[src/hdl/gsoe_pkg.sv]
`default_nettype none

package gsoe_pkg;

   localparam int unsigned ELEMENT_BITS = 64;
   localparam int unsigned SIZE_BITS    = 6;
   localparam int unsigned MODE_BITS    = 2;

   localparam logic [MODE_BITS-1:0] MODE_UNION        = 2'd0;
   localparam logic [MODE_BITS-1:0] MODE_INTERSECTION = 2'd1;
   localparam logic [MODE_BITS-1:0] MODE_DIFFERENCE   = 2'd2;

   // side marks: bit 0 seen in operand a, bit 1 seen in operand b
   localparam logic [1:0] MARK_A = 2'b01;
   localparam logic [1:0] MARK_B = 2'b10;

   typedef enum logic [2:0] {
      ST_IDLE,
      ST_SCAN,
      ST_INSERT,
      ST_COUNT,
      ST_SEEK,
      ST_LOAD,
      ST_MARKER
   } seq_state_type;

   function automatic logic mode_selects(input logic [MODE_BITS-1:0] mode,
                                         input logic [1:0] marks);
      logic sel;
      case (mode)
         MODE_UNION:        sel = (marks != 2'b00);
         MODE_INTERSECTION: sel = marks[0] && marks[1];
         MODE_DIFFERENCE:   sel = marks[0] && !marks[1];
         default:           sel = 1'b0;
      endcase
      return sel;
   endfunction

endpackage

`default_nettype wire

[src/hdl/gsoe_ifs.sv]
`default_nettype none

interface gsoe_req_if;
   import gsoe_pkg::*;
   logic                           valid;
   logic                           ready;
   logic                           from_b;
   logic signed [ELEMENT_BITS-1:0] element;
   logic                           element_present;
   logic                           group_end;

   modport source (output valid, from_b, element, element_present, group_end,
                   input ready);
   modport sink   (input valid, from_b, element, element_present, group_end,
                   output ready);
endinterface

interface gsoe_rsp_if;
   import gsoe_pkg::*;
   logic                           valid;
   logic                           ready;
   logic signed [ELEMENT_BITS-1:0] member;
   logic                           member_valid;
   logic                           last_of_group;
   logic [SIZE_BITS-1:0]           group_size;
   logic                           overflowed;

   modport source (output valid, member, member_valid, last_of_group, group_size,
                   overflowed, input ready);
   modport sink   (input valid, member, member_valid, last_of_group, group_size,
                   overflowed, output ready);
endinterface

`default_nettype wire

[src/hdl/gsoe_value_mem.sv]
`default_nettype none

module gsoe_value_mem #(
   parameter int unsigned DEPTH = 32,
   parameter int unsigned WIDTH = 64,
   parameter int unsigned AW    = 5
) (
   input  wire logic                    clock,
   input  wire logic                    wr_en,
   input  wire logic [AW-1:0]           wr_addr,
   input  wire logic signed [WIDTH-1:0] wr_data,
   input  wire logic [AW-1:0]           rd_addr,
   output logic signed [WIDTH-1:0]      rd_data
);

   logic signed [WIDTH-1:0] mem_ff [DEPTH];
   logic signed [WIDTH-1:0] rd_data_ff;

   always_ff @(posedge clock) begin
      if (wr_en) begin
         mem_ff[wr_addr] <= wr_data;
      end
   end

   // registered read port
   always_ff @(posedge clock) begin
      rd_data_ff <= mem_ff[rd_addr];
   end

   assign rd_data = rd_data_ff;

endmodule

`default_nettype wire

[src/hdl/gsoe_seq.sv]
`default_nettype none

module gsoe_seq #(
   parameter int unsigned MAX_DISTINCT = 32,
   parameter int unsigned VALUE_BITS   = 64,
   parameter int unsigned AW           = 5,
   parameter int unsigned CW           = 6
) (
   input  wire logic                             clock,
   input  wire logic                             reset,
   input  wire logic [gsoe_pkg::MODE_BITS-1:0]   mode,
   gsoe_req_if.sink                              req,
   gsoe_rsp_if.source                            rsp,
   output logic                                  mem_we,
   output logic [AW-1:0]                         mem_waddr,
   output logic signed [VALUE_BITS-1:0]          mem_wdata,
   output logic [AW-1:0]                         mem_raddr,
   input  wire logic signed [VALUE_BITS-1:0]     mem_rdata
);
   import gsoe_pkg::*;

   seq_state_type state_ff, state_in;

   logic signed [VALUE_BITS-1:0] val_ff, val_in;
   logic [1:0]                   mark_ff, mark_in;
   logic                         end_ff, end_in;
   logic [CW-1:0]                idx_ff, idx_in;
   logic [AW-1:0]                cmp_idx_ff, cmp_idx_in;
   logic                         cmp_ok_ff, cmp_ok_in;
   logic [CW-1:0]                used_ff, used_in;
   logic                         ovf_ff, ovf_in;
   logic [CW-1:0]                cnt_ff, cnt_in;
   logic [CW-1:0]                k_ff, k_in;
   logic [1:0]                   marks_ff [MAX_DISTINCT];
   logic [1:0]                   marks_in [MAX_DISTINCT];

   logic                           rsp_valid_ff, rsp_valid_in;
   logic signed [ELEMENT_BITS-1:0] member_ff, member_in;
   logic                           member_valid_ff, member_valid_in;
   logic                           last_ff, last_in;
   logic [SIZE_BITS-1:0]           size_ff, size_in;
   logic                           ovf_out_ff, ovf_out_in;

   logic          accept;
   logic          idx_live;
   logic          hit;
   logic          last_cmp;
   logic          sel_at_idx;
   logic          out_free;
   logic          room;
   logic [CW+5:0] cnt_ext;

   assign accept     = (state_ff == ST_IDLE) && req.valid;
   assign idx_live   = (idx_ff < used_ff);
   assign hit        = cmp_ok_ff && (mem_rdata == val_ff);
   assign last_cmp   = ((CW'(cmp_idx_ff) + 1'b1) == used_ff);
   assign sel_at_idx = mode_selects(mode, marks_ff[idx_ff[AW-1:0]]);
   assign out_free   = !rsp_valid_ff || rsp.ready;
   assign room       = (used_ff < CW'(MAX_DISTINCT));
   assign cnt_ext    = {6'd0, cnt_ff};

   assign req.ready = (state_ff == ST_IDLE);

   assign rsp.valid         = rsp_valid_ff;
   assign rsp.member        = member_ff;
   assign rsp.member_valid  = member_valid_ff;
   assign rsp.last_of_group = last_ff;
   assign rsp.group_size    = size_ff;
   assign rsp.overflowed    = ovf_out_ff;

   assign mem_raddr = idx_ff[AW-1:0];
   assign mem_waddr = used_ff[AW-1:0];
   assign mem_wdata = val_ff;

   // next state
   always_comb begin
      state_in = state_ff;
      case (state_ff)
         ST_IDLE: begin
            if (req.valid) begin
               if (req.element_present) begin
                  state_in = (used_ff == '0) ? ST_INSERT : ST_SCAN;
               end else if (req.group_end) begin
                  state_in = ST_COUNT;
               end
            end
         end
         ST_SCAN: begin
            if (hit) begin
               state_in = end_ff ? ST_COUNT : ST_IDLE;
            end else if (cmp_ok_ff && last_cmp) begin
               state_in = ST_INSERT;
            end
         end
         ST_INSERT: state_in = end_ff ? ST_COUNT : ST_IDLE;
         ST_COUNT: begin
            if (!idx_live) begin
               state_in = (cnt_ff == '0) ? ST_MARKER : ST_SEEK;
            end
         end
         ST_SEEK: begin
            if (!idx_live) begin
               state_in = ST_IDLE;
            end else if (sel_at_idx) begin
               state_in = ST_LOAD;
            end
         end
         ST_LOAD: begin
            if (out_free) begin
               state_in = ST_SEEK;
            end
         end
         ST_MARKER: begin
            if (out_free) begin
               state_in = ST_IDLE;
            end
         end
         default: state_in = ST_IDLE;
      endcase
   end

   // datapath and outputs
   always_comb begin
      val_in          = val_ff;
      mark_in         = mark_ff;
      end_in          = end_ff;
      idx_in          = idx_ff;
      cmp_idx_in      = idx_ff[AW-1:0];
      cmp_ok_in       = (state_ff == ST_SCAN) && idx_live;
      used_in         = used_ff;
      ovf_in          = ovf_ff;
      cnt_in          = cnt_ff;
      k_in            = k_ff;
      marks_in        = marks_ff;
      mem_we          = 1'b0;
      rsp_valid_in    = rsp_valid_ff && !rsp.ready;
      member_in       = member_ff;
      member_valid_in = member_valid_ff;
      last_in         = last_ff;
      size_in         = size_ff;
      ovf_out_in      = ovf_out_ff;

      case (state_ff)
         ST_IDLE: begin
            if (accept) begin
               val_in  = req.element[VALUE_BITS-1:0];
               mark_in = req.from_b ? MARK_B : MARK_A;
               end_in  = req.group_end;
               idx_in  = '0;
               cnt_in  = '0;
               k_in    = '0;
            end
         end
         ST_SCAN: begin
            if (hit) begin
               marks_in[cmp_idx_ff] = marks_ff[cmp_idx_ff] | mark_ff;
               idx_in = '0;
            end else if (cmp_ok_ff && last_cmp) begin
               idx_in = '0;
            end else if (idx_live) begin
               idx_in = idx_ff + 1'b1;
            end
         end
         ST_INSERT: begin
            if (room) begin
               mem_we                      = 1'b1;
               marks_in[used_ff[AW-1:0]]   = mark_ff;
               used_in                     = used_ff + 1'b1;
            end else begin
               ovf_in = 1'b1;
            end
            idx_in = '0;
         end
         ST_COUNT: begin
            if (idx_live) begin
               cnt_in = cnt_ff + CW'(sel_at_idx);
               idx_in = idx_ff + 1'b1;
            end else begin
               idx_in = '0;
            end
         end
         ST_SEEK: begin
            if (!idx_live) begin
               // group done: wipe marks, count and drop flag
               for (int i = 0; i < MAX_DISTINCT; i++) begin
                  marks_in[i] = 2'b00;
               end
               used_in = '0;
               ovf_in  = 1'b0;
            end else if (!sel_at_idx) begin
               idx_in = idx_ff + 1'b1;
            end
         end
         ST_LOAD: begin
            if (out_free) begin
               rsp_valid_in    = 1'b1;
               member_in       = ELEMENT_BITS'(mem_rdata);
               member_valid_in = 1'b1;
               last_in         = ((k_ff + 1'b1) == cnt_ff);
               size_in         = cnt_ext[SIZE_BITS-1:0];
               ovf_out_in      = ovf_ff;
               k_in            = k_ff + 1'b1;
               idx_in          = idx_ff + 1'b1;
            end
         end
         ST_MARKER: begin
            if (out_free) begin
               rsp_valid_in    = 1'b1;
               member_in       = '0;
               member_valid_in = 1'b0;
               last_in         = 1'b1;
               size_in         = '0;
               ovf_out_in      = ovf_ff;
               for (int i = 0; i < MAX_DISTINCT; i++) begin
                  marks_in[i] = 2'b00;
               end
               used_in = '0;
               ovf_in  = 1'b0;
            end
         end
         default: begin
         end
      endcase
   end

   always_ff @(posedge clock) begin
      if (reset) begin
         state_ff     <= ST_IDLE;
         idx_ff       <= '0;
         cmp_ok_ff    <= 1'b0;
         used_ff      <= '0;
         ovf_ff       <= 1'b0;
         cnt_ff       <= '0;
         k_ff         <= '0;
         rsp_valid_ff <= 1'b0;
         for (int i = 0; i < MAX_DISTINCT; i++) begin
            marks_ff[i] <= 2'b00;
         end
      end else begin
         state_ff     <= state_in;
         idx_ff       <= idx_in;
         cmp_ok_ff    <= cmp_ok_in;
         used_ff      <= used_in;
         ovf_ff       <= ovf_in;
         cnt_ff       <= cnt_in;
         k_ff         <= k_in;
         rsp_valid_ff <= rsp_valid_in;
         marks_ff     <= marks_in;
      end
   end

   always_ff @(posedge clock) begin
      val_ff          <= val_in;
      mark_ff         <= mark_in;
      end_ff          <= end_in;
      cmp_idx_ff      <= cmp_idx_in;
      member_ff       <= member_in;
      member_valid_ff <= member_valid_in;
      last_ff         <= last_in;
      size_ff         <= size_in;
      ovf_out_ff      <= ovf_out_in;
   end

endmodule

`default_nettype wire

[src/hdl/grouped_set_operation_engine_core.sv]
`default_nettype none

// channel   dir  handshake          payload
// req_chan  in   valid/ready        from_b, element, element_present, group_end
// rsp_chan  out  valid/ready        member, member_valid, last_of_group,
//                                   group_size, overflowed
// csr       in   write enable only  set_mode (2 bits)
//
// one shared 64-bit equality compare walks the value store, one entry a cycle
// element word: accept, then a scan over n stored values, then an insert on a miss
// group end: a count pass, then an emit walk that sends each result word and skips the rest
// empty result: a lone marker word instead of the emit walk
// synchronous reset clears the marks, count and flag at once; no clear pass
// a stalled rsp_chan holds the output word and the emit walk; req_chan waits for idle

module grouped_set_operation_engine_core #(
   parameter int unsigned MAX_DISTINCT = 32,
   parameter int unsigned VALUE_BITS   = 64
) (
   input  wire logic                           clock,
   input  wire logic                           reset,
   gsoe_req_if.sink                            req_chan,
   gsoe_rsp_if.source                          rsp_chan,
   input  wire logic                           csr_write_enable,
   input  wire logic [gsoe_pkg::MODE_BITS-1:0] csr_write_data
);
   import gsoe_pkg::*;

   // store address and count widths
   localparam int unsigned AW = (MAX_DISTINCT > 1) ? $clog2(MAX_DISTINCT) : 1;
   localparam int unsigned CW = $clog2(MAX_DISTINCT + 1);

   logic [MODE_BITS-1:0] mode_ff;

   logic                         mem_we;
   logic [AW-1:0]                mem_waddr;
   logic signed [VALUE_BITS-1:0] mem_wdata;
   logic [AW-1:0]                mem_raddr;
   logic signed [VALUE_BITS-1:0] mem_rdata;

   // set mode register; the user must write it only while idle, the block does not enforce this
   always_ff @(posedge clock) begin
      if (reset) begin
         mode_ff <= MODE_UNION;
      end else if (csr_write_enable) begin
         mode_ff <= csr_write_data;
      end
   end

   // distinct values in order of first appearance
   gsoe_value_mem #(
      .DEPTH (MAX_DISTINCT),
      .WIDTH (VALUE_BITS),
      .AW    (AW)
   ) u_value_mem (
      .clock   (clock),
      .wr_en   (mem_we),
      .wr_addr (mem_waddr),
      .wr_data (mem_wdata),
      .rd_addr (mem_raddr),
      .rd_data (mem_rdata)
   );

   // lookup, count and emit sequencer with the output register
   gsoe_seq #(
      .MAX_DISTINCT (MAX_DISTINCT),
      .VALUE_BITS   (VALUE_BITS),
      .AW           (AW),
      .CW           (CW)
   ) u_seq (
      .clock     (clock),
      .reset     (reset),
      .mode      (mode_ff),
      .req       (req_chan),
      .rsp       (rsp_chan),
      .mem_we    (mem_we),
      .mem_waddr (mem_waddr),
      .mem_wdata (mem_wdata),
      .mem_raddr (mem_raddr),
      .mem_rdata (mem_rdata)
   );

endmodule

`default_nettype wire

[src/flat_wrapper.sv]
// flat-port wrapper written by rule: the top's interface ports become plain ports
module grouped_set_operation_engine_core_flat import gsoe_pkg::*;
#(
   parameter int unsigned MAX_DISTINCT = 32,
   parameter int unsigned VALUE_BITS   = 64
)
  (clock, reset, csr_write_enable, csr_write_data, req_chan_valid, req_chan_from_b, req_chan_element, req_chan_element_present, req_chan_group_end, req_chan_ready, rsp_chan_valid, rsp_chan_member, rsp_chan_member_valid, rsp_chan_last_of_group, rsp_chan_group_size, rsp_chan_overflowed, rsp_chan_ready);
  gsoe_req_if req_chan_i ();
  gsoe_rsp_if rsp_chan_i ();
  input  wire logic clock;
  input  wire logic reset;
  input  wire logic csr_write_enable;
  input  wire logic [gsoe_pkg::MODE_BITS-1:0] csr_write_data;
  input wire logic [$bits(req_chan_i.valid)-1:0] req_chan_valid;
  input wire logic [$bits(req_chan_i.from_b)-1:0] req_chan_from_b;
  input wire logic [$bits(req_chan_i.element)-1:0] req_chan_element;
  input wire logic [$bits(req_chan_i.element_present)-1:0] req_chan_element_present;
  input wire logic [$bits(req_chan_i.group_end)-1:0] req_chan_group_end;
  output wire logic [$bits(req_chan_i.ready)-1:0] req_chan_ready;
  output wire logic [$bits(rsp_chan_i.valid)-1:0] rsp_chan_valid;
  output wire logic [$bits(rsp_chan_i.member)-1:0] rsp_chan_member;
  output wire logic [$bits(rsp_chan_i.member_valid)-1:0] rsp_chan_member_valid;
  output wire logic [$bits(rsp_chan_i.last_of_group)-1:0] rsp_chan_last_of_group;
  output wire logic [$bits(rsp_chan_i.group_size)-1:0] rsp_chan_group_size;
  output wire logic [$bits(rsp_chan_i.overflowed)-1:0] rsp_chan_overflowed;
  input wire logic [$bits(rsp_chan_i.ready)-1:0] rsp_chan_ready;
  assign req_chan_i.valid = req_chan_valid;
  assign req_chan_i.from_b = req_chan_from_b;
  assign req_chan_i.element = req_chan_element;
  assign req_chan_i.element_present = req_chan_element_present;
  assign req_chan_i.group_end = req_chan_group_end;
  assign req_chan_ready = req_chan_i.ready;
  assign rsp_chan_valid = rsp_chan_i.valid;
  assign rsp_chan_member = rsp_chan_i.member;
  assign rsp_chan_member_valid = rsp_chan_i.member_valid;
  assign rsp_chan_last_of_group = rsp_chan_i.last_of_group;
  assign rsp_chan_group_size = rsp_chan_i.group_size;
  assign rsp_chan_overflowed = rsp_chan_i.overflowed;
  assign rsp_chan_i.ready = rsp_chan_ready;
  grouped_set_operation_engine_core #(.MAX_DISTINCT(MAX_DISTINCT), .VALUE_BITS(VALUE_BITS)) u_core (.clock(clock), .reset(reset), .req_chan(req_chan_i), .rsp_chan(rsp_chan_i), .csr_write_enable(csr_write_enable), .csr_write_data(csr_write_data));
endmodule
[config.mk]
export PLATFORM = sky130hd
export DESIGN_NAME = grouped_set_operation_engine_core_flat
export DESIGN_NICKNAME = d
export VERILOG_FILES = /design/src/hdl/gsoe_pkg.sv /design/src/hdl/gsoe_ifs.sv /design/src/hdl/gsoe_value_mem.sv /design/src/hdl/gsoe_seq.sv /design/src/hdl/grouped_set_operation_engine_core.sv /design/src/flat_wrapper.sv
export SDC_FILE = /design/constraint.sdc
export NUM_CORES = 2
export LEC_CHECK = 0
export BUFFER_PORTS_ARGS = -buffer_cell sky130_fd_sc_hd__buf_2
export CORE_MARGIN = 3
export CORE_UTILIZATION = 30
export DETAILED_ROUTE_END_ITERATION = 8
export SKIP_CTS_REPAIR_TIMING = 1
export SLEW_MARGIN = 15
export SYNTH_ARGS = -nofsm -noshare
export SYNTH_HDL_FRONTEND = slang
export SYNTH_HIERARCHICAL = 1
export SYNTH_SLANG_ARGS = --single-unit
export TNS_END_PERCENT = 1
[constraint.sdc]
create_clock -name clock -period 10.8 [get_ports clock]
set_input_delay 0.54 -clock clock [delete_from_list [all_inputs] [get_ports clock]]
set_output_delay 0.54 -clock clock [all_outputs]
set_load 0.02 [all_outputs]
* Word-level counts from Yosys, hierarchy flattened
Memory sizes are Yosys's and may differ from the RTL's. A register that Yosys moved wholly into a read port is not among the register bits. Index checks and enable logic that the tools add are counted.
Word-level totals: register bits 241, memory bits (writable) 2048, output and inout bits 75, word-level logic and storage cells 197, memories 1
Memory list:
- u_core.u_value_mem.mem_ff | depth 32, width 64, rd ports 1, clocked after memory_dff 1, wr ports 1, RTL line gsoe_value_mem.sv:16 | logic signed [WIDTH-1:0] mem_ff [DEPTH];
Cells by class: add/sub/neg operators 5, $lt $le $gt $ge 7, equal/unequal tests 27, mux-type cells 68, bitwise gates (word level) 4, reductions and logical operators 35
Operators with widths (number):
- 64-bit 2-to-1 mux | 5
- 64-bit one-hot mux with 4 select lines | 1
- 64-bit bitwise mux | 2
- 64-bit one-hot mux with 2 select lines | 1
- 6-bit 2-to-1 mux | 14
- 64-bit equality test | 1
- 6-bit one-hot mux with 2 select lines | 3
- 6-bit one-hot mux with 6 select lines | 1
- 3-bit 2-to-1 mux | 10
- 2-bit inequality test, second input constant | 11
- 3-bit one-hot mux with 7 select lines | 1
- 2-bit binary-select mux with 5-bit select | 2
- 2-bit demux with 5-bit select | 2
- 2-bit 2-to-1 mux | 10
- 6-bit by 1-bit adder with 6-bit output, second input constant | 3
- 6-bit greater-or-equal comparator, second input constant | 3
- 5-bit inverter with 6-bit output | 3
- 6-bit one-hot mux with 3 select lines | 1
- 6-bit equality test | 2
- 6-bit zero test | 2
- 6-bit by 1-bit < comparator with 1-bit output, second input constant | 2
- 1-bit 2-to-1 mux | 11
- 3-bit equality test, second input constant | 3
- 1-bit logical AND | 9
- 29 further kinds | 43

* Depth between registers and ports, before layout
word-level depth 10, gate-level depth with buffers 14

* Modules after synthesis
Netlist, hierarchy kept.
By module, submodules not included:
- gsoe_value_mem | times used 1, cells each 3097, area each 78967.0 sq um, sequential area each 62780.2 sq um
- gsoe_seq | times used 1, cells each 1306, area each 13143.9 sq um, sequential area each 6185.9 sq um
- grouped_set_operation_engine_core | times used 1, cells each 6, area each 67.6 sq um, sequential area each 40.0 sq um

* Worst setup path before layout
No wires, ideal clock.
path type reg-to-reg, start point reg u_core.u_seq.state_ff[1], end point reg u_core.u_seq.size_ff[0], in the netlist u_core/u_seq/rsp.group_size[0], enable pin, setup time 0.526 ns, arrival 5.029 ns, required time 10.274 ns, slack 5.245 ns, cell stages (with the launch flop) 7, path buffers 4, period minus slack after synthesis 5.555 ns, cells stage by stage dfxtp_1 clkbuf_1 clkbuf_1 clkbuf_1 nand3_1 clkbuf_1 a21oi_1
Between the ends: longest elaborated chain between the ends 3, elaborated cells on any way between the ends 6, those cells by class 4 x eq/ne; 2 x reduce/logical
RTL lines:
- start, declared | RTL line gsoe_seq.sv:22 | seq_state_type state_ff, state_in;
- start signal, assigned | RTL line gsoe_seq.sv:240 | state_ff <= state_in;
- 3-bit equality test | RTL line gsoe_seq.sv:143 | case (state_ff)
- 2-bit inequality test (no line) / 2-bit nonzero test (equally long branches)
- 3-bit AND reduction (no line) *
- end signal, assigned | RTL line gsoe_seq.sv:260 | size_ff <= size_in;
- end, declared | RTL line gsoe_seq.sv:41 | logic [SIZE_BITS-1:0] size_ff, size_in;
Every way passes the cells marked *; elsewhere a longest branch is shown, timed or not. A chain may end at the register's enable or synchronous reset.

* Worst setup path in the final report
start point reg u_core.u_seq.state_ff[1], end point mem u_core.u_value_mem.mem_ff[7][52], enable pin
Between the ends: longest elaborated chain between the ends 4
RTL lines:
- 3-bit by 2-bit equality test with 1-bit output | RTL line gsoe_seq.sv:143
- 1-bit 2-to-1 mux | RTL line gsoe_seq.sv:143
- named net u_core.mem_we | RTL line grouped_set_operation_engine_core.sv:35 | logic mem_we;
- 1-bit 2-to-1 mux | RTL line gsoe_value_mem.sv:20 | if (wr_en) begin
- 1-bit 2-to-1 mux (not written as such) | RTL line gsoe_value_mem.sv:21 | mem_ff[wr_addr] <= wr_data;
- end, declared | RTL line gsoe_value_mem.sv:16
The timed path passes the listed nets, and every way through them passes these cells.

==> out/qor.csv <==
metric;value;unit
status;complete, but fails checks;
failing checks;hold timing;
Post-synth EDFFs;2188;
CP delay by family, top;simple AND/OR/NAND/NOR gates;
H-tree lvl count;4;
Synth top area share;71.3;%
fin cells;9049;
area delta synth->final;15.9;%
ys flop type;edfxtp_1;
CP max FO;65;
final WL;256000;microns
Buf/Inv on CP;2;
grt ovf;0;
worst path required time;11.24;ns
Yosys cell types;76;
die area;314000;sq um
clk sinks;2353;
post-synthesis adder-cell area fraction;0.271;%
Worst Hold Class;input port to register;
WL/cell;28.3;microns
FF-to-FF Start;u_core/u_seq/state_ff[1];
Core Region;304000;sq um
crit path from;u_core/u_seq/state_ff[1];
unrepaired setup endpoints after global routing;no;
die height;560;microns
Synth area leader;edfxtp_1;
largest net degree at the start of global routing;113;
Crit Path Category;register to register;
crit path capture type;register;
ys async rst share;0;%
syn_nets;4503;
Compound-Gate Fraction of Synth Area;2.00;%
gpl congestion;0.808;
synth warn;6;
PD cells;213;nW/um^2
routed vias/inst;5.23;
Final HPWL DP;142000;microns
top cells by count, synth;edfxtp_1 (2188), mux4_2 (623), dfxtp_1 (165);
Initial Util;30.3;%
CP Launch Type;register;
Final setup viols;0;
xor and xnor area share after synthesis;0.741;%
Post-Syn Area per Cell;20.9;sq um
Worst-Margin Slew;1.23;ns
worst hold start;csr_write_data[1];
I/O pins;149;
TritonCTS clock tree;built;
CTS buffer count;238;
Fin. Hold Viols;1;
clk_skew;0.121;ns
drc violations;0;
via count;47300;
Final period util;48.0;%
largest family of logic cells by synthesized area;multiplexers;
Hold Path End;u_core/mode_ff[1];
maxcap violations;0;
Slowest cell on crit path;nor2_4;
Synth Area in Simple Gates;3.06;%
WP data arrival;5.63;ns
reg-to-reg setup timing slack;5.62;ns
initial antenna violation count;14;
FF-to-FF End;u_core/u_value_mem/mem_ff[7][52];
Crit path top cell by count;buf_4;
crit-path cells;nand2_2 > buf_4 > nor2_1 > nand3_1 > nor2_4 > buf_4;
Clock Path Buffers;4;
layout cells sized above 1;28.4;%
Worst path max stage delay;1.12;ns
dominant cells by area after synthesis;edfxtp_1 (71%), mux4_2 (15%), dfxtp_1 (3.6%);
first-pass GRT wire length;363000;microns
placed cells;8538;
Detailed Routing Iterations Pass 1;5;
P_leak;0.0324;uW
Post-DRT Antenna Nets;0;
Max IR drop VDD;0.158;mV
hold path cells;3;
post-synthesis mux area share;17.6;%
slew margin rel.;17.7;%
FF+latch count, synth;2353;
vias in the first global route;47200;
IO Port Bufs;148;
sequential share of the synthesized area;74.9;%
Skew-Pair Late Insertion Delay;0.91;ns
hold_ws;-0.00341;ns
worst reg2reg path depth;6;
Layout Nets;4862;
count leader, synth;edfxtp_1;
Worst-path clk slew;0.06;ns
Die X;560;microns
FMAX;193;MHz
Final Max Slew Viols;0;
Rows;202;
cells after synthesis;4409;
fin crit period;5.18;ns
Root Driver;clkbuf_16;
initial DRC count;4893;
total global-route track usage;15.9;%
Cell Area, Synth;92200;sq um
Setup TNS Final;0;ns
## layout make-up
class                      count  area (sq um)
fill                       28100        197000
sequential                  2353         69000
multi-input combinational   1765         22100
clock buffer                 327          6660
tap                         4080          5100
timing repair buffer         371          2680
clock inverter               109          1090
inverter                      39           146
antenna                        5          12.5
## how the worst max path moves through the flow
stage / end / slack [ns] / depth (start not counted)
after floorplan: u_core/u_seq/rsp.group_size[0] / 5.25 / 6
after global placement: u_core/u_value_mem/mem_ff[11][33] / 5.68 / 6
after detailed placement: u_core/u_value_mem/mem_ff[26][8] / 5.62 / 7
after CTS: u_core/u_value_mem/mem_ff[26][2] / 5.64 / 7
after global routing: u_core/u_value_mem/mem_ff[26][2] / 5.42 / 7
final: u_core/u_value_mem/mem_ff[7][52] / 5.62 / 6
## layout by cell type, fill, tap and decap left out, types with 32 or more instances in the layout
master / netlist / final
edfxtp_1: 2188 / 2188
mux4_2: 623 / 623
clkbuf_16: 0 / 242
dfxtp_1: 165 / 160
buf_2: 77 / 148
buf_4: 24 / 147
nor3_1: 132 / 132
nor2_1: 149 / 117
mux2i_1: 114 / 114
mux2_2: 79 / 79
a21oi_1: 78 / 77
and2_1: 75 / 75
o22ai_1: 70 / 70
dlygate4sd3_1: 0 / 67
nand2_1: 59 / 58
clkbuf_1: 120 / 57
xor2_1: 51 / 51
nand3_1: 47 / 46
o21ai_0: 39 / 39
clkinv_2: 0 / 37
clkinv_1: 2 / 37
inv_1: 36 / 36
nor2_4: 0 / 32
## sequential cells by signal, summed over array words and instances (netlist names), 2 cells and up, named ones only
signal	cells
u_core/u_value_mem/mem_ff	2048
u_core/u_seq/mem_wdata	64
u_core/u_seq/rsp.member	64
u_core/u_value_mem/rd_data	64
u_core/u_seq/cnt_ff	6
u_core/u_seq/idx_ff	6
u_core/u_seq/k_ff	6
u_core/u_seq/rsp.group_size	6
u_core/u_seq/used_ff	6
u_core/u_seq/cmp_idx_ff	5
u_core/u_seq/state_ff	3
u_core/mode_ff	2
u_core/u_seq/mark_ff	2
## where the power goes
group | internal [uW] | total, uW | switching, uW
Sequential | 10800 | 11200 | 413
Combinational | 1280 | 3440 | 2150
Clock | 4760 | 8200 | 3430
## logic make-up after synthesis
logic type,after synthesis
buffers and inverters,291
flip-flops,2353
AND/OR/NAND/NOR,561
AO/OA/AOI/OAI,283
adder cells (fa/ha/maj),20
multiplexers,823
XOR/XNOR,78
## layer usage
metal / vias to the layer above / global-route usage, % / part of all wire, %
met2: 2169 / 25.5 / 48
met5: - / 0 / 0
met1: 25700 / 22.6 / 42
li1: 19100 / - / -
met4: 0 / 3.64 / 2.1
met3: 329 / 2.74 / 7.6
## per-stage QoR
step                      util (%)  setup WS (ns)  power, uW  cell area (sq um)  hold slack, ns
after floorplan                  -           5.25      13400              92200           0.367
after global placement        32.3           5.68      14700              98400           0.505
after detailed placement      32.3           5.62      14800              98400           0.517
after CTS                     34.9           5.64      23000             106000          -0.259
after global routing          35.1           5.42      23600             107000         0.00981
final                         35.1           5.62      22800             107000        -0.00341
## worst reg2reg max path: stages, from the launching register on
cell,delay [ns]
dfxtp_1,0.93
nand2_2,0.07
buf_4,0.39
nor2_1,0.60
nand3_1,0.75
nor2_4,1.12
buf_4,0.93
(Power assumes the default switching activity.)
